File: src/hw/rtl/rowt_pkg.sv
package rowt_pkg;

   localparam int OP_W   = 2;
   localparam int ADDR_W = 48;
   localparam int LEN_W  = 32;
   localparam int CNT_W  = 5;

   // counts stop here when the table holds more entries than fit
   localparam logic [CNT_W-1:0] CNT_MAX = '1;

   typedef enum logic [OP_W-1:0] {
      OP_REGISTER   = 2'd0,
      OP_UNREGISTER = 2'd1,
      OP_CHECK      = 2'd2,
      OP_NONE       = 2'd3
   } op_type;

   typedef enum logic [1:0] {
      ST_IDLE,
      ST_WALK,
      ST_DRAIN,
      ST_DONE
   } state_type;

   typedef struct packed {
      logic req_ready;
      logic load;
      logic issue;
      logic finish;
   } ctl_cmd_type;

   typedef struct packed {
      logic last_issue;
      logic out_free;
   } ctl_sts_type;

endpackage

File: src/hw/rtl/rowt_if.sv
interface rowt_req_if;
   import rowt_pkg::*;

   logic              valid;
   logic              ready;
   logic [OP_W-1:0]   op;
   logic [ADDR_W-1:0] addr;
   logic [LEN_W-1:0]  length;
   logic [LEN_W-1:0]  count;

   modport source (output valid, output op, output addr, output length, output count,
                   input ready);
   modport sink (input valid, input op, input addr, input length, input count,
                 output ready);
endinterface

interface rowt_rsp_if;
   import rowt_pkg::*;

   logic             valid;
   logic             ready;
   logic             hit;
   logic [CNT_W-1:0] hit_count;
   logic [CNT_W-1:0] removed_count;
   logic             table_full;

   modport source (output valid, output hit, output hit_count, output removed_count,
                   output table_full, input ready);
   modport sink (input valid, input hit, input hit_count, input removed_count,
                 input table_full, output ready);
endinterface

File: src/hw/rtl/rowt_ctrl.sv
module rowt_ctrl (
   input  logic                 clock,
   input  logic                 reset,
   input  logic                 req_valid,
   input  rowt_pkg::ctl_sts_type sts,
   output rowt_pkg::ctl_cmd_type cmd
);
   import rowt_pkg::*;

   state_type state_ff, state_in;

   always_ff @(posedge clock) begin
      if (reset) begin
         state_ff <= ST_IDLE;
      end else begin
         state_ff <= state_in;
      end
   end

   always_comb begin
      state_in = state_ff;
      case (state_ff)
         ST_IDLE: begin
            if (req_valid) state_in = ST_WALK;
         end
         ST_WALK: begin
            if (sts.last_issue) state_in = ST_DRAIN;
         end
         ST_DRAIN: begin
            state_in = ST_DONE;
         end
         ST_DONE: begin
            if (sts.out_free) state_in = ST_IDLE;
         end
         default: begin
            state_in = ST_IDLE;
         end
      endcase
   end

   always_comb begin
      cmd = '0;
      case (state_ff)
         ST_IDLE: begin
            cmd.req_ready = 1'b1;
            cmd.load      = req_valid;
         end
         ST_WALK: begin
            cmd.issue = 1'b1;
         end
         ST_DRAIN: begin
            cmd = '0;
         end
         ST_DONE: begin
            cmd.finish = sts.out_free;
         end
         default: begin
            cmd = '0;
         end
      endcase
   end

endmodule

File: src/hw/rtl/rowt_datapath.sv
module rowt_datapath #(
   parameter int ENTRIES   = 16,
   parameter int ADDR_BITS = 48
) (
   input  logic                          clock,
   input  logic                          reset,
   input  rowt_pkg::ctl_cmd_type         cmd,
   output rowt_pkg::ctl_sts_type         sts,
   input  logic [rowt_pkg::OP_W-1:0]     req_op,
   input  logic [rowt_pkg::ADDR_W-1:0]   req_addr,
   input  logic [rowt_pkg::LEN_W-1:0]    req_length,
   input  logic [rowt_pkg::LEN_W-1:0]    req_count,
   input  logic                          rsp_ready,
   output logic                          rsp_valid,
   output logic                          rsp_hit,
   output logic [rowt_pkg::CNT_W-1:0]    rsp_hit_count,
   output logic [rowt_pkg::CNT_W-1:0]    rsp_removed_count,
   output logic                          rsp_table_full
);
   import rowt_pkg::*;

   localparam int IW = (ENTRIES > 1) ? $clog2(ENTRIES) : 1;
   localparam int UW = (ADDR_BITS < ADDR_W) ? ADDR_BITS : ADDR_W;
   // ends are one bit wider than the wider of address and size
   localparam int SW = ((ADDR_BITS > LEN_W) ? ADDR_BITS : LEN_W) + 1;

   logic [ADDR_BITS-1:0] start_mem [ENTRIES];
   logic [LEN_W-1:0]     len_mem   [ENTRIES];

   logic [ENTRIES-1:0]   valid_ff;
   op_type               op_ff;
   logic [ADDR_BITS-1:0] a_ff;
   logic [SW-1:0]        a_end_ff;
   logic [IW-1:0]        rd_idx_ff;
   logic                 eval_vld_ff;
   logic [IW-1:0]        eval_idx_ff;
   logic [ADDR_BITS-1:0] rd_start_ff;
   logic [LEN_W-1:0]     rd_len_ff;
   logic [CNT_W-1:0]     cnt_ff;
   logic                 free_found_ff;
   logic [IW-1:0]        free_idx_ff;
   logic                 rsp_valid_ff;
   logic                 hit_ff;
   logic [CNT_W-1:0]     hit_count_ff;
   logic [CNT_W-1:0]     removed_ff;
   logic                 full_ff;

   logic [ADDR_BITS-1:0] a_in;
   logic [LEN_W-1:0]     n_in;
   logic [SW-1:0]        s_end;
   logic                 overlap;
   logic                 match;
   logic                 ent_valid;
   logic                 count_up;

   always_comb begin
      a_in         = '0;
      a_in[UW-1:0] = req_addr[UW-1:0];
      n_in         = (req_length < req_count) ? req_length : req_count;
   end

   assign ent_valid = valid_ff[eval_idx_ff];
   assign s_end     = SW'(rd_start_ff) + SW'(rd_len_ff);
   assign overlap   = !((a_end_ff <= SW'(rd_start_ff)) || (s_end <= SW'(a_ff)));
   assign match     = (rd_start_ff == a_ff);

   always_comb begin
      count_up = 1'b0;
      if (eval_vld_ff && ent_valid) begin
         case (op_ff)
            OP_UNREGISTER: count_up = match;
            OP_CHECK:      count_up = overlap;
            default:       count_up = 1'b0;
         endcase
      end
   end

   assign sts.last_issue = (rd_idx_ff == IW'(ENTRIES - 1));
   assign sts.out_free   = !rsp_valid_ff || rsp_ready;

   // table storage: registered read during the walk, write on finish
   always_ff @(posedge clock) begin
      if (cmd.issue) begin
         rd_start_ff <= start_mem[rd_idx_ff];
         rd_len_ff   <= len_mem[rd_idx_ff];
      end
      if (cmd.finish && op_ff == OP_REGISTER && free_found_ff) begin
         start_mem[free_idx_ff] <= a_ff;
         len_mem[free_idx_ff]   <= a_end_ff[LEN_W-1:0];
      end
   end

   always_ff @(posedge clock) begin
      if (cmd.load) begin
         op_ff    <= op_type'(req_op);
         a_ff     <= a_in;
         // register keeps the range length, check and unregister keep the end of the clipped write
         if (op_type'(req_op) == OP_REGISTER) begin
            a_end_ff <= SW'(req_length);
         end else begin
            a_end_ff <= SW'(a_in) + SW'(n_in);
         end
      end
      eval_idx_ff <= rd_idx_ff;
   end

   always_ff @(posedge clock) begin
      if (reset) begin
         valid_ff      <= '0;
         rd_idx_ff     <= '0;
         eval_vld_ff   <= 1'b0;
         cnt_ff        <= '0;
         free_found_ff <= 1'b0;
         free_idx_ff   <= '0;
         rsp_valid_ff  <= 1'b0;
      end else begin
         eval_vld_ff <= cmd.issue;
         if (cmd.load) begin
            rd_idx_ff     <= '0;
            cnt_ff        <= '0;
            free_found_ff <= 1'b0;
         end else if (cmd.issue && !sts.last_issue) begin
            rd_idx_ff <= rd_idx_ff + 1'b1;
         end
         if (count_up && cnt_ff != CNT_MAX) begin
            cnt_ff <= cnt_ff + 1'b1;
         end
         if (eval_vld_ff && !ent_valid && !free_found_ff) begin
            free_found_ff <= 1'b1;
            free_idx_ff   <= eval_idx_ff;
         end
         if (eval_vld_ff && op_ff == OP_UNREGISTER && ent_valid && match) begin
            valid_ff[eval_idx_ff] <= 1'b0;
         end
         if (cmd.finish && op_ff == OP_REGISTER && free_found_ff) begin
            valid_ff[free_idx_ff] <= 1'b1;
         end
         if (cmd.finish) begin
            rsp_valid_ff <= 1'b1;
         end else if (rsp_ready) begin
            rsp_valid_ff <= 1'b0;
         end
      end
   end

   // fields that do not belong to the op read as zero
   always_ff @(posedge clock) begin
      if (cmd.finish) begin
         hit_ff       <= (op_ff == OP_CHECK) && (cnt_ff != '0);
         hit_count_ff <= (op_ff == OP_CHECK) ? cnt_ff : '0;
         removed_ff   <= (op_ff == OP_UNREGISTER) ? cnt_ff : '0;
         full_ff      <= (op_ff == OP_REGISTER) && !free_found_ff;
      end
   end

   assign rsp_valid         = rsp_valid_ff;
   assign rsp_hit           = hit_ff;
   assign rsp_hit_count     = hit_count_ff;
   assign rsp_removed_count = removed_ff;
   assign rsp_table_full    = full_ff;

`ifndef SYNTHESIS
   a_one_add: assert property (@(posedge clock) disable iff (reset)
      $countones(valid_ff) <= $countones($past(valid_ff)) + 1)
      else $error("more than one entry added in a cycle");

   a_full_means_full: assert property (@(posedge clock) disable iff (reset)
      (cmd.finish && op_ff == OP_REGISTER && !free_found_ff) |-> (&valid_ff))
      else $error("register dropped while a slot was free");

   a_finish_after_walk: assert property (@(posedge clock) disable iff (reset)
      cmd.finish |-> (!eval_vld_ff && !cmd.issue))
      else $error("result taken before the walk drained");

   a_no_load_busy: assert property (@(posedge clock) disable iff (reset)
      cmd.issue |=> !cmd.load)
      else $error("request loaded during a walk");
`endif

endmodule

File: src/hw/rtl/region_overlap_watch_table.sv
// Each request is accepted in the idle state, then the table walk reads one entry a cycle from
// the single-port entry memory, then a drain state and a result state follow; the result state
// waits for a free output register. The next request is taken only once the response is posted.
// A new request is taken while the previous response still waits in the output register.
// Reset (synchronous, active high) clears all entry valid bits and the control state;
// entry storage itself is not cleared and needs no sweep.
module region_overlap_watch_table #(
   parameter int ENTRIES   = 16,
   parameter int ADDR_BITS = 48
) (
   input logic          clock,
   input logic          reset,
   rowt_req_if.sink     req_bus,
   rowt_rsp_if.source   rsp_bus
);
   import rowt_pkg::*;

   // controller <-> datapath
   ctl_cmd_type cmd;
   ctl_sts_type sts;

   assign req_bus.ready = cmd.req_ready;

   // sequencer: idle -> walk every slot -> drain the read pipe -> post the response
   rowt_ctrl u_ctrl (
      .clock     (clock),
      .reset     (reset),
      .req_valid (req_bus.valid),
      .sts       (sts),
      .cmd       (cmd)
   );

   // entry memory, valid bits, overlap/match compare, counters and the response register
   rowt_datapath #(
      .ENTRIES   (ENTRIES),
      .ADDR_BITS (ADDR_BITS)
   ) u_datapath (
      .clock             (clock),
      .reset             (reset),
      .cmd               (cmd),
      .sts               (sts),
      .req_op            (req_bus.op),
      .req_addr          (req_bus.addr),
      .req_length        (req_bus.length),
      .req_count         (req_bus.count),
      .rsp_ready         (rsp_bus.ready),
      .rsp_valid         (rsp_bus.valid),
      .rsp_hit           (rsp_bus.hit),
      .rsp_hit_count     (rsp_bus.hit_count),
      .rsp_removed_count (rsp_bus.removed_count),
      .rsp_table_full    (rsp_bus.table_full)
   );

endmodule
File: src/flat_wrapper.sv
// flat-port wrapper written by rule: the top's interface ports become plain ports
module region_overlap_watch_table_flat import rowt_pkg::*;
#(
   parameter int ENTRIES   = 16,
   parameter int ADDR_BITS = 48
)
  (clock, reset, req_bus_valid, req_bus_op, req_bus_addr, req_bus_length, req_bus_count, req_bus_ready, rsp_bus_valid, rsp_bus_hit, rsp_bus_hit_count, rsp_bus_removed_count, rsp_bus_table_full, rsp_bus_ready);
  rowt_req_if req_bus_i ();
  rowt_rsp_if rsp_bus_i ();
  input logic clock;
  input logic reset;
  input wire logic [$bits(req_bus_i.valid)-1:0] req_bus_valid;
  input wire logic [$bits(req_bus_i.op)-1:0] req_bus_op;
  input wire logic [$bits(req_bus_i.addr)-1:0] req_bus_addr;
  input wire logic [$bits(req_bus_i.length)-1:0] req_bus_length;
  input wire logic [$bits(req_bus_i.count)-1:0] req_bus_count;
  output wire logic [$bits(req_bus_i.ready)-1:0] req_bus_ready;
  output wire logic [$bits(rsp_bus_i.valid)-1:0] rsp_bus_valid;
  output wire logic [$bits(rsp_bus_i.hit)-1:0] rsp_bus_hit;
  output wire logic [$bits(rsp_bus_i.hit_count)-1:0] rsp_bus_hit_count;
  output wire logic [$bits(rsp_bus_i.removed_count)-1:0] rsp_bus_removed_count;
  output wire logic [$bits(rsp_bus_i.table_full)-1:0] rsp_bus_table_full;
  input wire logic [$bits(rsp_bus_i.ready)-1:0] rsp_bus_ready;
  assign req_bus_i.valid = req_bus_valid;
  assign req_bus_i.op = req_bus_op;
  assign req_bus_i.addr = req_bus_addr;
  assign req_bus_i.length = req_bus_length;
  assign req_bus_i.count = req_bus_count;
  assign req_bus_ready = req_bus_i.ready;
  assign rsp_bus_valid = rsp_bus_i.valid;
  assign rsp_bus_hit = rsp_bus_i.hit;
  assign rsp_bus_hit_count = rsp_bus_i.hit_count;
  assign rsp_bus_removed_count = rsp_bus_i.removed_count;
  assign rsp_bus_table_full = rsp_bus_i.table_full;
  assign rsp_bus_i.ready = rsp_bus_ready;
  region_overlap_watch_table #(.ENTRIES(ENTRIES), .ADDR_BITS(ADDR_BITS)) u_core (.clock(clock), .reset(reset), .req_bus(req_bus_i), .rsp_bus(rsp_bus_i));
endmodule
File: config.mk
export PLATFORM = sky130hd
export DESIGN_NAME = region_overlap_watch_table_flat
export DESIGN_NICKNAME = d
export VERILOG_FILES = /design/src/hw/rtl/rowt_pkg.sv /design/src/hw/rtl/rowt_if.sv /design/src/hw/rtl/rowt_ctrl.sv /design/src/hw/rtl/rowt_datapath.sv /design/src/hw/rtl/region_overlap_watch_table.sv /design/src/flat_wrapper.sv
export SDC_FILE = /design/constraint.sdc
export NUM_CORES = 2
export LEC_CHECK = 0
export ABC_AREA = 1
export BUFFER_PORTS_ARGS = -buffer_cell sky130_fd_sc_hd__buf_2
export CORE_AREA = 2 2 423 530
export CTS_CLUSTER_SIZE = 25
export DETAILED_ROUTE_END_ITERATION = 10
export DIE_AREA = 0 0 425 532
export SLEW_MARGIN = 20
export SYNTH_ARGS = -nofsm -noshare
export SYNTH_HDL_FRONTEND = slang
export SYNTH_HIERARCHICAL = 1
export SYNTH_SLANG_ARGS = --single-unit
File: constraint.sdc
create_clock -name clock -period 11.9 [get_ports clock]
set_clock_uncertainty 0.15 [all_clocks]
set_input_delay 1.785 -clock clock [delete_from_list [all_inputs] [get_ports clock]]
set_output_delay 1.785 -clock clock [all_outputs]
set_load 0.02 [all_outputs]
==> flow_metrics.tcl <==
set metrics [dict create \
    status "complete, no violations" \
    worst_r2r_path_depth 33 \
    rows 193 \
    r2r-end "u_core/u_datapath/cnt_ff[2]$_SDFFE_PP0P_" \
    synth_nets 6076 \
    boundaryPins 132 \
    grt_pass1_vias 45000 \
    firstDrtPassIters 6 \
    power_w 0.0160 \
    tritoncts "yes" \
    grt_max_degree 206 \
    dp_hpwl_mm 130 \
    rsz0062_at_grt "no" \
    finalSetupTns_ns 0 \
    relSlewSlack 0.226 \
    hold_violations 0 \
    power.density_nw_per_um2 212 \
    async_reset_ff_frac 0 \
    die_area_um2 226000 \
    ys_ff_latch 1509 \
    r2r_slack_ns 6.65 \
    numPortBuffers 131 \
    min_period_ns 6.22 \
    cp_data_required_time_ns 12.31 \
    clkTransAtPathRegs_ns 0.06 \
    fmax_mhz 161 \
    die_height_um 532 \
    clock_path_buffers 3 \
    die_width_um 425 \
    critical_path.slowest_cell "o221ai_2" \
    cts_setup_buffers 0 \
    fin_ws_ns 5.68 \
    setup.worst_path.start "req_bus_count[31]" \
    finalWeightedCongestion 0.945 \
    clkLatencyLatePin_ns 0.82 \
    cellLeakagePower_nw 26.2 \
    cp.depth 20 \
    crit_arrival_ns 6.63 \
    syn_area_um2 66100 \
    seq_area_frac_synth 0.679 \
    start_kind "input pin" \
    yosysWarnings 6 \
    cp-end-kind "flop" \
    post-route-util 0.341 \
    h-tree-depth 4 \
    root_buffer "clkbuf_16" \
    synth-edff-count 1471 \
    grt.total_usage 0.185 \
    setup_viol 0 \
    wl_per_cell_um 24.2 \
    post_cts_resize_count 0 \
    ir_drop_uv 174 \
    place_ws_ns 4.89 \
    cp_top_family "compound AO/OA/AOI/OAI gates" \
    drive_gt1_frac 0.0853 \
    drt_wl_total_mm 215 \
    core-area_um2 221000 \
    critPathKind "in2reg" \
    vias 46700 \
    synthDistinctLibCells 63 \
    synthCells 5753 \
    holdBufCountCts 0 \
    post-route-period-util 0.522 \
    syn_avg_cell_area_um2 11.5 \
    drc 0 \
    numCtsBuffers 152 \
    critPathMaxFanout 64 \
    maxCapViolations 0 \
    initial_core_util 0.300 \
    slew_viol_final 0 \
    crit_end "u_core/u_datapath/a_end_ff[33]$_SDFFCE_PP0P_" \
    regToRegStartpoint "u_core/u_datapath/rd_start_ff[0]$_DFFE_PP_" \
    cpPeakStageDelay_ns 0.65 \
    crit_chain "buf_2, inv_1, ha_1, nand4_1, o221ai_2, a21oi_1, nand2_2, buf_4, nor2_1, a21oi_1, ha_1, nand2_1, nor2_1, nand4_1, o21ai_0, a21oi_1, o21ai_0, nand2_1, nand2_1, nor2_1" \
    synthFlopType "edfxtp_1" \
    finalNetCount 6157 \
    drtAntennaViolNets 0 \
    drt-vias-per-instance 5.26 \
    dr.first_iter.drc_count 5192 \
    cts.sinks 1509 \
    areaGrowthSynthToFinish_pct 13.8 \
    grt_pass1_wl_mm 308 \
    holdCritPathClass "reg2reg" \
    antenna_found_initial 6 \
    gr-total-overflow 0 \
    path_buf_inv 3 \
    tightest_slew_ns 1.16 \
]
sequential cells by signal, indices dropped and copies added (netlist names), 5 cells and up:
name and count:
u_core/u_datapath/len_mem 512, u_core/u_datapath/a_end_ff 49, u_core/u_datapath/rd_len_ff 32, u_core/u_datapath/rsp_removed_count 5, u_core/u_datapath/rd_start_ff 48, u_core/u_datapath/a_ff 48
u_core/u_datapath/rsp_hit_count 5, u_core/u_datapath/cnt_ff 5, u_core/u_datapath/valid_ff 16, u_core/u_datapath/start_mem 768
power by group:
group          leakage [nW]  internal [W]  switching (W)
clock network          2.47       0.00280        0.00210
registers              13.6       0.00640       0.000620
logic                  10.2       0.00127        0.00280
total                  26.2        0.0105        0.00552
kinds of logic (layout without fill, tap and decap cells):
family	after synthesis	after routing	synth area share
AND/OR/NAND/NOR	1946	1946	0.121
AO/OA/AOI/OAI	1372	1372	0.114
adder cells (fa/ha/maj)	205	205	0.0390
flip-flops	1509	1509	0.679
other	0	3	0
buffers and inverters	648	852	0.0373
XOR/XNOR	73	73	0.00967
tightest hold or removal path: cells and delay by family (launching register included):
family / cells / cell delay (ns)
AO/OA/AOI/OAI: 1 / 0.05
flip-flops: 1 / 0.32
AND/OR/NAND/NOR: 1 / 0.06
layout by cell type, fill, tap and decap left out, drive strengths merged, types with 2 or more instances in the layout:
cell         n
nand4      105
and3         5
and2         3
o211ai       9
nand3       84
xnor2       24
o2111ai      3
bufinv      18
buf        194
a21boi       5
inv        391
nor4        20
o31ai        2
a21o        12
clkinv      64
o21bai       5
xor2        49
clkbuf     180
o21a        14
nor3        30
ha         203
nand3b       2
o22ai      325
o21ai      760
clkinvlp     5
fa           2
edfxtp    1471
or2         19
dfxtp       38
a31oi       16
a211oi       7
a21oi      205
a22oi        4
nand2      782
diode        3
nor2       892
area by class of cell:
| cell class | count | area (µm²) |
|---|---|---|
| flip-flops and latches | 1509 | 44900 |
| clock inverters | 97 | 1130 |
| fillers | 21900 | 145000 |
| repair buffers | 194 | 1230 |
| well taps | 2925 | 3660 |
| multi-input cells | 3596 | 18900 |
| clock buffers | 180 | 3960 |
| diodes | 3 | 7.51 |
| inverters | 381 | 1450 |
stage by stage:
step | cell area, µm² | cells | hold slack, ns
final | 75300 | 8885 | 0.323
after global routing | 75300 | 8883 | 0.346
after CTS | 75300 | 8882 | 0.322
after detailed placement | 70200 | 8605 | 0.314
after global placement | 70100 | 8602 | 0.301
after floorplan | 66100 | 5753 | 0.179
cells in the mapped netlist (7+ instances only):
cell	count	area (µm²)
edfxtp_1	1471	44200
nor2_1	889	3340
nand2_1	763	2860
o21ai_0	750	3750
inv_1	370	1390
o22ai_1	325	2030
clkbuf_1	252	946
ha_1	203	2540
a21oi_1	191	956
nand4_1	104	651
nand3_1	83	415
xor2_1	49	429
dfxtp_1	38	761
nor3_1	28	140
xnor2_1	24	210
nand2_2	18	113
nor4_1	17	106
a31oi_1	16	100
a21oi_2	14	123
o21a_1	14	105
a21o_1	12	90.1
buf_1	9	33.8
inv_2	9	33.8
o211ai_1	9	67.6
or2_2	9	56.3
a211oi_1	7	52.6
o21ai_1	7	35.0
worst min path at each step:
stage / startpoint / end / slack, ns / cells after the start
floorplan: u_core/u_datapath/rd_idx_ff[2]$_SDFFE_PP0P_ / u_core/u_datapath/eval_idx_ff[2]$_DFF_P_ / 0.18 / 0
global placement: u_core/u_datapath/valid_ff[6]$_SDFF_PP0_ / u_core/u_datapath/valid_ff[6]$_SDFF_PP0_ / 0.30 / 2
detailed placement: u_core/u_datapath/valid_ff[7]$_SDFF_PP0_ / u_core/u_datapath/valid_ff[7]$_SDFF_PP0_ / 0.31 / 2
CTS: u_core/u_datapath/valid_ff[7]$_SDFF_PP0_ / u_core/u_datapath/valid_ff[7]$_SDFF_PP0_ / 0.32 / 2
global route: u_core/u_datapath/rd_idx_ff[3]$_SDFFE_PP0P_ / u_core/u_datapath/eval_idx_ff[3]$_DFF_P_ / 0.35 / 0
finish: u_core/u_datapath/valid_ff[7]$_SDFF_PP0_ / u_core/u_datapath/valid_ff[7]$_SDFF_PP0_ / 0.32 / 2
metal layers:
metal,track usage,vias up,share of wire
li1,-,20800,-
met1,0.231,23400,0.39
met2,0.313,2055,0.49
met3,0.0251,438,0.069
met4,0.0886,4,0.049
met5,0,-,0.00012
(Power assumes the default switching activity.)
